[src/hdl/ssm_pkg.sv]
`timescale 1ns / 1ps

package ssm_pkg;

    localparam int COUNT_DEFAULT = 16;
    localparam int VALUE_W       = 32;
    localparam int POS_W         = 4;

    typedef struct packed {
        logic signed [VALUE_W-1:0] value;
        logic                      end_of_set;
    } in_item_t;

    typedef struct packed {
        logic [POS_W-1:0]          position;
        logic signed [VALUE_W-1:0] descending_value;
        logic signed [VALUE_W-1:0] ascending_value;
        logic signed [VALUE_W-1:0] set_minimum;
        logic signed [VALUE_W-1:0] set_maximum;
        logic                      final_result;
    } out_item_t;

endpackage

[src/hdl/ssm_ram.sv]
`timescale 1ns / 1ps

module ssm_ram #(
    parameter int WIDTH = 32,
    parameter int DEPTH = 16
) (
    input  logic                     aclk,
    input  logic                     we,
    input  logic [$clog2(DEPTH)-1:0] waddr,
    input  logic [WIDTH-1:0]         wdata,
    input  logic [$clog2(DEPTH)-1:0] raddr_a,
    input  logic [$clog2(DEPTH)-1:0] raddr_b,
    output logic [WIDTH-1:0]         rdata_a,
    output logic [WIDTH-1:0]         rdata_b
);

    logic [WIDTH-1:0] mem [DEPTH];

    always_ff @(posedge aclk) begin
        if (we) begin
            mem[waddr] <= wdata;
        end
        rdata_a <= mem[raddr_a];
        rdata_b <= mem[raddr_b];
    end

endmodule

[src/hdl/small_set_sorter_min_max.sv]
`timescale 1ns / 1ps
// Load: one item per cycle into the element RAM; min/max tracked on the fly.
// Sort: each of the n items is compared against all n items, one compare per cycle
// (limited by the element RAM read ports); ranks address the sorted RAM.
// Emit: after a drain state, each result is read, then loaded once the output is free.
// Reset: synchronous, active low; clears control only, RAMs are not cleared.

module small_set_sorter_min_max #(
    parameter int COUNT = ssm_pkg::COUNT_DEFAULT
) (
    input  logic               aclk,
    input  logic               aresetn,
    input  logic               s_valid,
    output logic               s_ready,
    input  ssm_pkg::in_item_t  s_item,
    output logic               m_valid,
    input  logic               m_ready,
    output ssm_pkg::out_item_t m_item
);

    localparam int IW = $clog2(COUNT);
    localparam int CW = $clog2(COUNT + 1);
    localparam int VW = ssm_pkg::VALUE_W;

    typedef enum logic [4:0] {
        S_LOAD    = 5'b00001,
        S_RANK    = 5'b00010,
        S_DRAIN   = 5'b00100,
        S_EMIT_RD = 5'b01000,
        S_EMIT_LD = 5'b10000
    } state_t;

    state_t state_reg, state_next;

    logic [IW-1:0] cnt_reg, cnt_next;
    logic [CW-1:0] n_reg, n_next;
    logic [IW-1:0] i_reg, i_next;
    logic [IW-1:0] j_reg, j_next;
    logic [IW-1:0] k_reg, k_next;
    logic signed [VW-1:0] min_reg, min_next;
    logic signed [VW-1:0] max_reg, max_next;

    logic          vd_reg, lastd_reg;
    logic [IW-1:0] id_reg, jd_reg;
    logic [IW-1:0] rank_acc_reg;

    logic                 m_valid_reg;
    ssm_pkg::out_item_t   m_item_reg, out_next;

    logic [IW-1:0] last_idx;
    logic          s_acc, out_load, rank_wr, less;
    logic [IW-1:0] rank_cur;
    logic [VW-1:0] st_a, st_b, so_a, so_b;

    assign last_idx = IW'(n_reg - CW'(1));
    assign s_ready  = (state_reg == S_LOAD);
    assign s_acc    = s_valid && s_ready;
    assign m_valid  = m_valid_reg;
    assign m_item   = m_item_reg;
    assign out_load = (state_reg == S_EMIT_LD) && (!m_valid_reg || m_ready);

    // element store: written on load, read at (i, j) while ranking
    ssm_ram #(.WIDTH(VW), .DEPTH(COUNT)) u_store (
        .aclk    (aclk),
        .we      (s_acc),
        .waddr   (cnt_reg),
        .wdata   (s_item.value),
        .raddr_a (i_reg),
        .raddr_b (j_reg),
        .rdata_a (st_a),
        .rdata_b (st_b)
    );

    // stable rank: count smaller elements, ties broken by index
    assign less = ($signed(st_b) < $signed(st_a)) || ((st_b == st_a) && (jd_reg < id_reg));
    assign rank_cur = ((jd_reg == '0) ? '0 : rank_acc_reg) + IW'(less);
    assign rank_wr  = vd_reg && lastd_reg;

    ssm_ram #(.WIDTH(VW), .DEPTH(COUNT)) u_sorted (
        .aclk    (aclk),
        .we      (rank_wr),
        .waddr   (rank_cur),
        .wdata   (st_a),
        .raddr_a (k_reg),
        .raddr_b (last_idx - k_reg),
        .rdata_a (so_a),
        .rdata_b (so_b)
    );

    always_comb begin
        out_next.position         = ssm_pkg::POS_W'(k_reg);
        out_next.descending_value = so_b;
        out_next.ascending_value  = so_a;
        out_next.set_minimum      = min_reg;
        out_next.set_maximum      = max_reg;
        out_next.final_result     = (k_reg == last_idx);
    end

    always_comb begin
        state_next = state_reg;
        cnt_next   = cnt_reg;
        n_next     = n_reg;
        i_next     = i_reg;
        j_next     = j_reg;
        k_next     = k_reg;
        min_next   = min_reg;
        max_next   = max_reg;
        unique case (state_reg)
            S_LOAD: begin
                if (s_acc) begin
                    if (cnt_reg == '0) begin
                        min_next = s_item.value;
                        max_next = s_item.value;
                    end else begin
                        if (s_item.value < min_reg) min_next = s_item.value;
                        if (s_item.value > max_reg) max_next = s_item.value;
                    end
                    cnt_next = cnt_reg + IW'(1);
                    if (s_item.end_of_set || (cnt_reg == IW'(COUNT - 1))) begin
                        n_next     = CW'(cnt_reg) + CW'(1);
                        cnt_next   = '0;
                        i_next     = '0;
                        j_next     = '0;
                        state_next = S_RANK;
                    end
                end
            end
            S_RANK: begin
                if (j_reg == last_idx) begin
                    j_next = '0;
                    if (i_reg == last_idx) begin
                        state_next = S_DRAIN;
                    end else begin
                        i_next = i_reg + IW'(1);
                    end
                end else begin
                    j_next = j_reg + IW'(1);
                end
            end
            S_DRAIN: begin
                k_next     = '0;
                state_next = S_EMIT_RD;
            end
            S_EMIT_RD: begin
                state_next = S_EMIT_LD;
            end
            S_EMIT_LD: begin
                if (out_load) begin
                    if (out_next.final_result) begin
                        state_next = S_LOAD;
                    end else begin
                        k_next     = k_reg + IW'(1);
                        state_next = S_EMIT_RD;
                    end
                end
            end
            default: state_next = S_LOAD;
        endcase
    end

    always_ff @(posedge aclk) begin
        if (!aresetn) begin
            state_reg   <= S_LOAD;
            cnt_reg     <= '0;
            vd_reg      <= 1'b0;
            m_valid_reg <= 1'b0;
        end else begin
            state_reg <= state_next;
            cnt_reg   <= cnt_next;
            vd_reg    <= (state_reg == S_RANK);
            if (out_load) begin
                m_valid_reg <= 1'b1;
            end else if (m_ready) begin
                m_valid_reg <= 1'b0;
            end
        end
    end

    always_ff @(posedge aclk) begin
        n_reg        <= n_next;
        i_reg        <= i_next;
        j_reg        <= j_next;
        k_reg        <= k_next;
        min_reg      <= min_next;
        max_reg      <= max_next;
        id_reg       <= i_reg;
        jd_reg       <= j_reg;
        lastd_reg    <= (j_reg == last_idx);
        rank_acc_reg <= rank_cur;
        if (out_load) begin
            m_item_reg <= out_next;
        end
    end

    a_final_to_load: assert property (@(posedge aclk) disable iff (!aresetn)
        out_load && out_next.final_result |=> state_reg == S_LOAD)
        else $error("final item did not return to load");

    a_rank_in_set: assert property (@(posedge aclk) disable iff (!aresetn)
        rank_wr |-> CW'(rank_cur) < n_reg)
        else $error("rank outside set");

    a_value_bounds: assert property (@(posedge aclk) disable iff (!aresetn)
        out_load |-> ($signed(so_a) >= min_reg) && ($signed(so_a) <= max_reg)
                  && ($signed(so_b) >= min_reg) && ($signed(so_b) <= max_reg))
        else $error("sorted value outside min/max");

endmodule

[config.mk]
export PLATFORM = sky130hd
export DESIGN_NAME = small_set_sorter_min_max
export DESIGN_NICKNAME = d
export VERILOG_FILES = /design/src/hdl/ssm_pkg.sv /design/src/hdl/ssm_ram.sv /design/src/hdl/small_set_sorter_min_max.sv
export SDC_FILE = /design/constraint.sdc
export NUM_CORES = 2
export LEC_CHECK = 0
export BUFFER_PORTS_ARGS = -buffer_cell sky130_fd_sc_hd__buf_2
export CAP_MARGIN = 20
export CORE_MARGIN = 5
export CORE_UTILIZATION = 50
export CTS_BUF_LIST = sky130_fd_sc_hd__clkbuf_4 sky130_fd_sc_hd__clkbuf_8
export DETAILED_ROUTE_END_ITERATION = 10
export GPL_TIMING_DRIVEN = 0
export PLACE_DENSITY = 0.73
export SYNTH_ARGS = -nofsm -noshare
export SYNTH_HDL_FRONTEND = slang
export SYNTH_SLANG_ARGS = --single-unit
[constraint.sdc]
create_clock -name aclk -period 16.3 [get_ports aclk]
set_input_delay 2.445 -clock aclk [delete_from_list [all_inputs] [get_ports aclk]]
set_output_delay 2.445 -clock aclk [all_outputs]
set_load 0.01 [all_outputs]
==> results.py <==
metrics = {
    "clock_tree": {
        "tritoncts": "built",
        "clockBufferDepth": 3,
        "cts_resized": 0,
        "clk_latency_ns": 0.90,
        "htreeDepth": 4,
        "cts-root-buf": "clkbuf_8",
        "ctsHoldBuffers": 0,
        "cts_setup_buffers": 0,
        "cts_buffers": 211,
        "clk_pin_slew_ns": 0.07,
        "clock-sinks": 1389,
    },
    "synth": {
        "synth-simple-area-share_pct": 1.54,
        "synthAdderAreaFrac_pct": 2.39,
        "synth_edf_count": 1237,
        "ys.flop_type": "edfxtp_1",
        "ys_seq_area_share_pct": 68.1,
        "async_flop_share_pct": 0,
        "synth_top_family_by_area": "multiplexers",
        "yosysWarnings": 0,
        "synth_nets": 2867,
        "synth_mux_area_share_pct": 24.5,
        "syn_inst": 2718,
        "yosysUniqueCellTypes": 53,
        "synth_compound_area_share_pct": 1.08,
        "synth_xor_area_share_pct": 0.414,
        "avgSynthCellArea_um2": 21.7,
        "synth_area_um2": 59000,
        "yosys_register_bits": 1389,
    },
    "global_routing": {
        "antenna_found_initial": 5,
        "grt_overflow": 0,
        "first_global_vias": 33300,
        "grt_max_degree": 36,
        "grtUsageTotal_pct": 24.5,
        "grt_first_pass_wirelength_um": 222000,
    },
    "pwr": {
        "power_frac_comb_pct": 13.8,
        "p_leak_nw": 22.7,
        "total_power_mw": 8.47,
        "max-vdd-ir-drop_v": 0.000115,
        "powerDensity_nw_per_um2": 125,
        "p_sw_mw": 2.17,
        "p_clk_share_pct": 35.2,
        "seq_power_share_pct": 51.0,
        "p_sw_share_pct": 25.6,
        "internal_power_mw": 6.30,
    },
    "timing": {
        "slew_viol_final": 0,
        "fin_hold_ws_ns": 0.380,
        "rsz0062_at_grt": "false",
        "worstMarginPinSlew_ns": 1.15,
        "hold_viol": 0,
        "slew_headroom_pct": 23.6,
        "fin_tns_setup_ns": 0,
        "timing.fmax_mhz": 170,
        "fin_crit_ns": 5.88,
        "final.period_utilization_pct": 36.1,
        "skew_ns": 0.0477,
        "setup_viol_count_final": 0,
    },
    "floorplanning": {
        "rows": 126,
        "start_util_pct": 50.1,
        "coreArea_um2": 118000,
        "io_pins": 172,
        "die-height_um": 353,
        "dieArea_um2": 125000,
        "die_w_um": 353,
    },
    "run": {
        "maxCapViolations": 0,
    },
    "final_layout": {
        "final_nets": 3315,
        "fin_util_pct": 57.5,
        "final_layout_size_suffix_gt1_share_pct": 39.8,
        "syn_to_final_growth_pct": 14.6,
    },
    "setup_path": {
        "start_kind": "flip-flop",
        "cp.arrival_ns": 6.44,
        "cp_max_fo": 17,
        "crit-reg2reg-launch": "u_store.rdata_a[17]",
        "cp_data_required_time_ns": 16.86,
        "reg2reg_to": "u_sorted.mem[7][13]",
        "ff2ff_setup_slack_ns": 10.42,
        "endpoint_kind": "flip-flop",
        "crit_type": "flip-flop to flip-flop",
        "reg2reg_depth": 15,
    },
    "place": {
        "dp_hpwl_um": 99300,
        "gp_congestion": 0.812,
        "io_buffer_count": 171,
    },
    "route": {
        "dr_total_vias": 31700,
        "first_iter_violations": 4061,
        "vias_per_cell": 6.48,
        "ant_nets": 0,
        "routedWlPerCell_um": 31.3,
        "wl_um": 153000,
        "firstDrtPassIters": 5,
        "route.detailed.drc": 0,
    },
    "hold_path": {
        "hp-start": "j_reg[2]",
        "min_to": "jd_reg[2]",
        "min_delay_path_depth": 0,
        "worstHoldPathType": "flip-flop to flip-flop",
    },
    "run_status": {
        "status": "finished clean",
    },
}
power groups by stage:
| stage | sequential, mW | clock, mW | combinational, mW |
|---|---|---|---|
| after detailed placement | 4.38 | 0 | 1.16 |
| after global placement | 4.37 | 0 | 1.08 |
| after CTS | 4.31 | 3.01 | 1.17 |
| after global routing | 4.33 | 3.19 | 1.26 |
| final | 4.32 | 2.98 | 1.17 |
| after floorplan | 4.30 | 0 | 0.766 |
layout by cell type (no fill, tap or decap), types with 24 or more instances in the layout:
cell type / count
mux4_2: 638
nor2_1: 33
dfxtp_1: 152
nand2_1: 36
clkbuf_8: 247
buf_2: 214
clkbuf_1: 55
nand4_1: 24
clkinv_1: 44
a21oi_1: 47
buf_1: 28
inv_1: 114
buf_12: 27
nor2_4: 28
ha_1: 111
edfxtp_1: 1237
clkbuf_4: 70
cells by family after synthesis:
family          after synthesis
compound gates              104
xor+xnor                     24
fa+ha+maj                   112
buf+inv                     263
flops                      1389
mux                         641
simple gates                185
metal layers:
layer | track usage, % | wire [um] | up-vias
met5 | 0.615 | 104 | -
met4 | 9.70 | 5720 | 6
met3 | 5.92 | 18000 | 381
met2 | 40.0 | 75100 | 2316
met1 | 32.2 | 54200 | 16400
li1 | - | - | 12500
cell type report:
cell class,count,area (um^2)
Tap cell,1536,1920
Clock inverter,85,562
Timing Repair Buffer,235,1980
Sequential cell,1389,40200
Buffer,149,728
Antenna cell,2,5.00
Multi-Input combinational cell,1066,17900
Inverter,114,428
Clock buffer,316,3920
Fill cell,8440,50000
cells in the mapped netlist (2+ instances only):
cell type,count,share of area (%)
a2111oi_0,3,0.045
a211oi_1,2,0.025
a21boi_0,3,0.038
a21o_1,7,0.089
a21oi_1,47,0.40
a221o_1,3,0.051
a41o_1,2,0.034
and2_1,2,0.021
and3_1,3,0.032
and4_1,2,0.030
buf_1,28,0.18
buf_2,42,0.36
buf_4,17,0.22
buf_6,7,0.13
clkbuf_1,55,0.35
dfxtp_1,152,5.2
edfxtp_1,1237,63
ha_1,111,2.4
inv_1,114,0.73
mux4_1,2,0.089
mux4_2,638,24
nand2_1,36,0.23
nand2b_1,10,0.11
nand3_1,17,0.14
nand4_1,24,0.25
nor2_1,61,0.39
nor2b_1,10,0.11
nor3_1,11,0.093
nor4_1,4,0.042
o211ai_1,3,0.038
o21a_1,2,0.025
o21ai_0,19,0.16
o22ai_1,2,0.021
o31ai_1,2,0.025
or3_1,2,0.021
xnor2_1,10,0.15
xor2_1,12,0.18
through the flow:
| step | area [um^2] | instances | setup WS (ns) |
|---|---|---|---|
| after floorplan | 59000 | 2718 | 7.19 |
| after global placement | 61800 | 4425 | 3.73 |
| after detailed placement | 63100 | 4484 | 10.48 |
| after CTS | 67500 | 4885 | 10.43 |
| after global routing | 67600 | 4891 | 10.37 |
| final | 67600 | 4892 | 10.42 |
worst max path at each step:
stage	startpoint	to
2_1_floorplan	m_ready	m_item[0]
3_3_place_gp	m_ready	m_item[41]
3_5_place_dp	u_store.rdata_a[23]	u_sorted.mem[7][21]
4_1_cts	u_store.rdata_a[23]	u_sorted.mem[7][13]
5_1_grt	u_store.rdata_a[23]	u_sorted.mem[4][13]
6_report	u_store.rdata_a[17]	u_sorted.mem[7][13]
worst max-delay path: stages, from the launching register on:
cell	delay (ns)
dfxtp_1	0.92
inv_1	0.12
ha_1	0.35
a21oi_1	0.17
o21a_1	0.15
o21ai_0	0.22
a2111oi_0	0.92
nand2_1	0.15
mux2i_1	0.17
ha_1	0.21
ha_1	0.22
xnor2_1	0.32
o21ai_0	0.26
buf_2	0.27
nor2_4	0.79
buf_16	0.26
(Power assumes the default switching activity.)
